===== src/sv/mwrf_pkg.sv =====
package mwrf_pkg;

  localparam logic [7:0]  FUNC_WRITE_SINGLE = 8'h06;
  localparam logic [15:0] CRC_POLY          = 16'hA001;
  localparam logic [15:0] CRC_INIT          = 16'hFFFF;
  localparam logic [7:0]  SLAVE_RESET       = 8'h01;
  localparam int          FRAME_LEN         = 8;
  localparam int          CRC_BYTES         = 6;
  localparam int          SLOT_W            = 5;

  // CRC-16/MODBUS over one byte, reflected, eight shift steps
  function automatic logic [15:0] crc_byte(input logic [15:0] crc_in, input logic [7:0] b);
    logic [15:0] c;
    c = crc_in ^ {8'h00, b};
    for (int k = 0; k < 8; k++) begin
      if (c[0]) begin
        c = (c >> 1) ^ CRC_POLY;
      end else begin
        c = c >> 1;
      end
    end
    return c;
  endfunction

endpackage


===== src/sv/modbus_write_register_framer_top.sv =====
// Modbus RTU write-single-register framer. Each input word carries a register
// address and value; address zero returns one error word (tuser high, tlast
// high, zero data) and leaves the table alone. Any other address is looked up
// in a shadow address table of TABLE_DEPTH entries, searched one entry per
// clock from a block RAM (registered read). On a hit the entry is reused, on a
// miss with room a new entry is appended; a full table stores nothing. Only the
// address column is held, since the stored value is never read back. The block
// then sends the 8-byte function-06 frame (slave id, 0x06, address hi/lo, value
// hi/lo, CRC lo/hi), one byte per output word. The CRC is advanced by one byte
// for each of the first six delivered words, as they are sent. s_axis_tready is
// high only while the block is idle. slave_address resets to 1 and a write of
// zero is ignored.
module modbus_write_register_framer_top #(
  parameter int TABLE_DEPTH = 32
) (
  input  logic        clk,
  input  logic        rst,
  // configuration: slave_address
  input  logic        cfg_we,
  input  logic [7:0]  cfg_wdata,
  // input words
  input  logic        s_axis_tvalid,
  output logic        s_axis_tready,
  input  logic [31:0] s_axis_tdata,   // [15:0] reg_address, [31:16] reg_value
  // output words
  output logic        m_axis_tvalid,
  input  logic        m_axis_tready,
  output logic [15:0] m_axis_tdata,   // [7:0] frame_byte, [12:8] table_slot,
                                      // [13] table_hit, [14] stored, [15] zero
  output logic        m_axis_tlast,   // last_byte
  output logic        m_axis_tuser    // status
);

  import mwrf_pkg::*;

  localparam int IW = (TABLE_DEPTH > 1) ? $clog2(TABLE_DEPTH) : 1;
  localparam int CW = $clog2(TABLE_DEPTH + 1);

  typedef enum logic [1:0] {
    S_IDLE,
    S_SEARCH,
    S_SEND,
    S_ERR
  } state_t;

  state_t        state;
  logic [7:0]    slave_addr;
  logic [CW-1:0] count;
  logic [CW-1:0] idx;
  logic          cmp_pend;
  logic [15:0]   addr;
  logic [15:0]   val;
  logic [IW-1:0] slot;
  logic          hit;
  logic          stored;
  logic [15:0]   crc;
  logic [2:0]    byte_idx;

  logic [15:0]   rd_data;
  logic          rd_en;
  logic          wr_en;
  logic          match;
  logic          at_end;
  logic          has_room;
  logic [7:0]    frame_byte;
  logic [SLOT_W-1:0] slot_field;
  logic          out_fire;

  // search step: compare last read entry, else read next one
  assign match    = cmp_pend && (rd_data == addr);
  assign at_end   = (idx == count);
  assign has_room = (count < CW'(TABLE_DEPTH));
  assign rd_en    = (state == S_SEARCH) && !match && !at_end;
  assign wr_en    = (state == S_SEARCH) && !match && at_end && has_room;

  mwrf_ram #(
    .WIDTH (16),
    .DEPTH (TABLE_DEPTH)
  ) u_addr_ram (
    .clk   (clk),
    .we    (wr_en),
    .waddr (IW'(count)),
    .wdata (addr),
    .re    (rd_en),
    .raddr (IW'(idx)),
    .rdata (rd_data)
  );

  always_comb begin
    case (byte_idx)
      3'd0:    frame_byte = slave_addr;
      3'd1:    frame_byte = FUNC_WRITE_SINGLE;
      3'd2:    frame_byte = addr[15:8];
      3'd3:    frame_byte = addr[7:0];
      3'd4:    frame_byte = val[15:8];
      3'd5:    frame_byte = val[7:0];
      3'd6:    frame_byte = crc[7:0];
      default: frame_byte = crc[15:8];
    endcase
  end

  assign slot_field = stored ? SLOT_W'(slot) : '0;

  assign s_axis_tready = (state == S_IDLE);
  assign m_axis_tvalid = (state == S_SEND) || (state == S_ERR);
  assign out_fire      = m_axis_tvalid && m_axis_tready;

  always_comb begin
    if (state == S_ERR) begin
      m_axis_tdata = '0;
      m_axis_tlast = 1'b1;
      m_axis_tuser = 1'b1;
    end else begin
      m_axis_tdata = {1'b0, stored, hit, slot_field, frame_byte};
      m_axis_tlast = (byte_idx == 3'(FRAME_LEN - 1));
      m_axis_tuser = 1'b0;
    end
  end

  always_ff @(posedge clk) begin
    if (rst) begin
      state      <= S_IDLE;
      slave_addr <= SLAVE_RESET;
      count      <= '0;
      cmp_pend   <= 1'b0;
    end else begin
      if (cfg_we && (cfg_wdata != 8'h00)) begin
        slave_addr <= cfg_wdata;
      end
      case (state)
        S_IDLE: begin
          if (s_axis_tvalid) begin
            addr     <= s_axis_tdata[15:0];
            val      <= s_axis_tdata[31:16];
            idx      <= '0;
            cmp_pend <= 1'b0;
            hit      <= 1'b0;
            stored   <= 1'b0;
            slot     <= '0;
            crc      <= CRC_INIT;
            byte_idx <= '0;
            state    <= (s_axis_tdata[15:0] == 16'h0000) ? S_ERR : S_SEARCH;
          end
        end
        S_SEARCH: begin
          if (match) begin
            hit      <= 1'b1;
            stored   <= 1'b1;
            slot     <= IW'(idx - CW'(1));
            cmp_pend <= 1'b0;
            state    <= S_SEND;
          end else if (at_end) begin
            if (has_room) begin
              stored <= 1'b1;
              slot   <= IW'(count);
              count  <= count + CW'(1);
            end
            cmp_pend <= 1'b0;
            state    <= S_SEND;
          end else begin
            idx      <= idx + CW'(1);
            cmp_pend <= 1'b1;
          end
        end
        S_SEND: begin
          if (out_fire) begin
            if (byte_idx < 3'(CRC_BYTES)) begin
              crc <= crc_byte(crc, frame_byte);
            end
            if (byte_idx == 3'(FRAME_LEN - 1)) begin
              state <= S_IDLE;
            end
            byte_idx <= byte_idx + 3'd1;
          end
        end
        S_ERR: begin
          if (out_fire) begin
            state <= S_IDLE;
          end
        end
        default: state <= S_IDLE;
      endcase
    end
  end

endmodule


===== src/sv/mwrf_ram.sv =====
module mwrf_ram #(
  parameter int WIDTH = 16,
  parameter int DEPTH = 32
) (
  input  logic                                         clk,
  input  logic                                         we,
  input  logic [((DEPTH > 1) ? $clog2(DEPTH) : 1)-1:0] waddr,
  input  logic [WIDTH-1:0]                             wdata,
  input  logic                                         re,
  input  logic [((DEPTH > 1) ? $clog2(DEPTH) : 1)-1:0] raddr,
  output logic [WIDTH-1:0]                             rdata
);

  logic [WIDTH-1:0] mem [DEPTH];

  always_ff @(posedge clk) begin
    if (we) begin
      mem[waddr] <= wdata;
    end
    if (re) begin
      rdata <= mem[raddr];
    end
  end

endmodule

===== config.mk =====
export PLATFORM = sky130hd
export DESIGN_NAME = modbus_write_register_framer_top
export DESIGN_NICKNAME = d
export VERILOG_FILES = /design/src/sv/mwrf_pkg.sv /design/src/sv/modbus_write_register_framer_top.sv /design/src/sv/mwrf_ram.sv
export SDC_FILE = /design/constraint.sdc
export NUM_CORES = 1
export LEC_CHECK = 0
export BUFFER_PORTS_ARGS = -buffer_cell sky130_fd_sc_hd__buf_2
export CAP_MARGIN = 20
export CORE_MARGIN = 2
export CORE_UTILIZATION = 60
export DETAILED_ROUTE_END_ITERATION = 12
export PLACE_DENSITY = 0.87
export SETUP_SLACK_MARGIN = 0.1
export SLEW_MARGIN = 0
export SYNTH_ARGS = -nofsm -noshare
export SYNTH_HDL_FRONTEND = slang
export SYNTH_SLANG_ARGS = --single-unit

===== constraint.sdc =====
create_clock -name clk -period 5.4 [get_ports clk]
set_input_delay 0.81 -clock clk [delete_from_list [all_inputs] [get_ports clk]]
set_output_delay 0.81 -clock clk [all_outputs]
set_load 0.03 [all_outputs]

Word-level counts from Yosys, hierarchy flattened
Memory sizes are Yosys's and may differ from the RTL's. A register that Yosys moved wholly into a read port is not among the register bits. Index checks and enable logic that the tools add are counted.

RAM bits: 512. Memories kept: 1. Logic and storage cells: 154. Flip-flop bits (word level): 81. Output and inout port bits: 20.

Equality and inequality tests: 22. Muxes and demuxes: 77. Add/subtract/negate cells: 4. Reductions and logical operators: 25. Bitwise logic cells: 11. $lt $le $gt $ge: 2.

Memories: u_addr_ram.mem (depth 32, width 16, read ports 1, clocked after Yosys merged registers in 1, write ports 1, RTL line mwrf_ram.sv:14) `logic [WIDTH-1:0] mem [DEPTH];`.

Operator list (number): 2-to-1 mux 16 bit (39); one-hot mux 8 bit (7 select lines) (1); one-hot mux 16 bit (2 select lines) (1); 2-to-1 mux 5 bit (5); NOT 2 -> 3 bit (8); AND reduction 5 bit (4); 2-to-1 mux 6 bit (3); equality test 16 bit (1); logical NOT 16 bit (1); XOR 16 x 8 -> 16 bit (1); 2-to-1 mux 15 bit (1); 2-to-1 mux 2 bit (7); adder 6 x 1 -> 6 bit (second input constant) (2); equality test 3 bit (second input constant) (4); inequality test 2 bit (second input constant) (6); one-hot mux 6 bit (2 select lines) (1); AND reduction 4 bit (3); 2-to-1 mux 1 bit (11); one-hot mux 5 bit (2 select lines) (1); one-hot mux 2 bit (4 select lines) (1); nonzero test 8 bit (1); logical AND 1 bit (7); equality test 3 x 2 -> 1 bit (second input constant) (2); equality test 6 bit (1); 20 further kinds (29).

Depth between registers and ports, before layout
Depth in word-level cells: 50. Depth in mapped cells: 11. Depth with buffers taken out: 9.

By module
A second synthesis with hierarchy kept.

Cells, all modules: 1518. Area, all modules: 24928.9 um^2.

By module, submodules not included: mwrf_ram (times used 1, cells an instance 1143, sequential area each 15855.2 um^2, area an instance 20696.1 um^2); modbus_write_register_framer_top (times used 1, cells an instance 375, sequential area each 2262.2 um^2, area an instance 4232.8 um^2).

Least setup slack after synthesis
OpenSTA, ideal clock, no wires.

Path kind: input to register. Start point: in rst. End point: reg addr[0], enable pin. Stages on the path: 2. Path slack: 510 ps. Required time: 4887 ps. Data arrival time: 4378 ps. Cells stage by stage: clkbuf_1 -> nor4b_1.

Longest elaborated chain between the ends: 2.

Ends and longest elaborated chain: start: declaration (RTL line modbus_write_register_framer_top.sv:17) `input logic rst,`; NOT 1 bit (no source line); AND reduction 3 bit (no source line); end signal: assignment (RTL line modbus_write_register_framer_top.sv:133) `addr <= s_axis_tdata[15:0];`; end: declaration (RTL line modbus_write_register_framer_top.sv:51) `logic [15:0] addr;`.

Every way passes these cells. A chain may end at the register's enable or synchronous reset.

Final worst setup path
Start point: reg byte_idx[2]. End point: out m_axis_tdata[3].

Longest elaborated chain between the ends: 3. Elaborated cells on any way between the ends: 9.

Ends and longest elaborated chain: start: declaration (RTL line modbus_write_register_framer_top.sv:57) `logic [2:0] byte_idx;`; start signal: assignment (RTL line modbus_write_register_framer_top.sv:173) `byte_idx <= byte_idx + 3'd1;`; equality test 3 bit (tied with other cells) (RTL line modbus_write_register_framer_top.sv:90) `case (byte_idx)`; one-hot mux 8 bit (7 select lines) * (RTL line modbus_write_register_framer_top.sv:90); 2-to-1 mux 15 bit * (RTL line modbus_write_register_framer_top.sv:109) `if (state == S_ERR) begin`; end: declaration (RTL line modbus_write_register_framer_top.sv:28) `output logic [15:0] m_axis_tdata,`.

Mark *: on every way between the ends. The rest lies on a longest branch, timed or not.

==> impl_metrics.ini <==
[sta]
slew_violations = 0
tightestPinTransition_ns = 1.16
fin_crit_sh_pct = 84.2
layout_min_cycle_time_ns = 4.55
hold_viol_final = 0
max_slew_margin_pct = 22.5
fin_worst_skew_ns = 0.0218
fin_tns_setup_ns = 0
final-setup-viol-count = 0
rsz0062_at_grt = no
timing.fmax_mhz = 220

[power_and_ir_drop]
p_per_area_nw_per_um2 = 420
max-vdd-ir-drop_mv = 0.317
p_leak_uw = 0.00856

[layout]
fin_cells = 1858
num-fill-cells = 2264
multi_input_area_um2 = 5930
drive_gt1_share_pct = 29.1
area_growth_pct = 11.3
finalNetCount = 1350
seqCellArea_um2 = 18100

[global_route]
grt_pass1_wl_um = 87300
antenna_found_initial = 0
grt_pass1_vias = 12900
grt_max_degree = 106
grtUsageTotal_pct = 29.3
overflow = 0

[clock_network]
holdBufCountCts = 0
clock_sinks = 609
clk_pin_slew_ns = 0.07
clk_latency_ns = 0.59
cts_setup_buffers = 0
cts_resized = 0
cts_tree = done
cts_made_buffers = 53
cts-root-buf = clkbuf_16
htree_levels = 2
clk_path_buf_depth = 3

[floorplan]
pin_count = 65
core_area_um2 = 39900
die_area_um2 = 42200
start_util_pct = 60.9
num_rows = 73
fp.dieW_um = 205
die_h_um = 205

[logic_synthesis]
synth.most_common_cell = edfxtp_1
syn_area_um2 = 24300
syn_avg_cell_area_um2 = 20.4
ys_types = 59
synthArstFlopShare_pct = 0
ys_seq_area_share_pct = 74.5
synth_nets = 1251
syn_inst = 1194
synth_edf_count = 592
yosysTopAreaCell = edfxtp_1
yosys-top-cells-area = edfxtp_1 73%, mux4_2 15%, dfxtp_1 1.4%
synth-seq-cells = 609
synth_common_cells = 592 x edfxtp_1, 160 x mux4_2, 76 x nor2_1
yosysWarnings = 0
synth_flop_cell = edfxtp_1
synth_top_area_share_pct = 73.1

[routing]
drt_pass1_iterations = 6
drt_iter0_drc = 1942
wl_per_cell_um = 32.3
avgViaCountPerCell = 7.00
num_vias = 13000
drc = 0
ant_nets = 0
drt-total-wl_um = 60000

[worst_setup_path]
worstPathMaxFanout = 23
crit_arrival_ns = 3.74
worstSetupPathType = reg -> out
slowest_delay_ns = 0.85
cp_slowest_cell = edfxtp_1
startpoint_type = register
crit_path_cell_trace = clkinv_1, ha_1, or4_4, a31o_2, nor2_1, buf_2
worstSetupEndpointType = output pin
worstPathRequired_ns = 4.59

[place]
dp_hpwl_um = 33500
portBuffers = 63
dp_cells = 1760
gp_congestion = 0.919

[outcome]
outcome = completed

[run]
cap_violations = 0

[hold_path]
hp-class = in -> reg
## layout by cell type, fill, tap and decap left out, types with 13 or more instances in the layout
cell and n:
nand3_1 14, a21oi_1 22, nor2_1 58, mux2_2 16
nand2_1 42, dfxtp_1 17, mux4_2 160, xnor2_1 27
nor2_2 18, buf_2 63, clkbuf_16 53, inv_1 13
xor2_1 18, clkbuf_1 17, edfxtp_1 592, buf_4 41
## sequential cells by signal, summed over array words and instances, names as in the netlist
name / count
slave_addr: 8
hit: 1
crc: 16
count: 6
cmp_pend: 1
val: 16
slot: 5
stored: 1
state: 2
addr: 16
u_addr_ram.mem: 512
idx: 6
byte_idx: 3
u_addr_ram.rdata: 16
## through the flow
step                power [uW]  hold WS [ns]  cell area, um^2  utilization [%]  setup slack, ns
floorplan                 7070         0.434            24300                -            0.510
global placement          7610         0.449            25400             63.6             1.35
detailed placement        7680         0.451            25400             63.6             1.25
CTS                      11400         0.398            27000             67.8            0.907
global route             11600         0.395            27100             67.8            0.737
finish                   11400         0.406            27100             67.8            0.853
## kinds of logic after synthesis
kind of cell | Yosys count | share of synthesized area (%)
xor gates and xnor gates | 48 | 1.88
other | 1 | 0.0154
AOI/OAI and AO/OA | 72 | 2.08
muxes | 181 | 15.8
DFF | 609 | 74.5
and+or+nand+nor | 193 | 3.78
buffers and inverters | 78 | 1.34
adders and majority gates | 12 | 0.617
## metal layers
| metal | GRT usage, % | wire (um) |
|---|---|---|
| met1 | 40.0 | 21200 |
| met2 | 47.3 | 29100 |
| met3 | 5.91 | 6910 |
| met4 | 11.8 | 2770 |
| met5 | 0 | 0 |
## cell type report
class,instances,share of cell area [%]
diodes,2,0.0185
clock buffers,76,5.44
clock inverters,17,0.656
inverters,15,0.208
multi-input cells,507,21.9
flip-flops and latches,609,66.9
well taps,525,2.43
repair buffers,107,2.45
## power by group
part	switching (uW)	internal [uW]	total, uW
logic	1230	911	2140
registers	109	5420	5530
clock network	1630	2080	3710
## final timing paths
kind                     from              end  slack, ns  cells past startpoint
max               byte_idx[2]  m_axis_tdata[3]       0.85                      6
max reg2reg       byte_idx[2]          crc[15]       1.12                      9
min          s_axis_tdata[27]          val[11]       0.41                      1
min reg2reg     slave_addr[1]    slave_addr[1]       0.46                      2
## critical path, delay by kind of cell (launching register included)
family	cells	cell delay, ns
buffers and inverters	2	0.70
AOI/OAI and AO/OA	1	0.27
adders and majority gates	1	0.48
and+or+nand+nor	2	0.85
DFF	1	0.85
(Power assumes the default switching activity.)
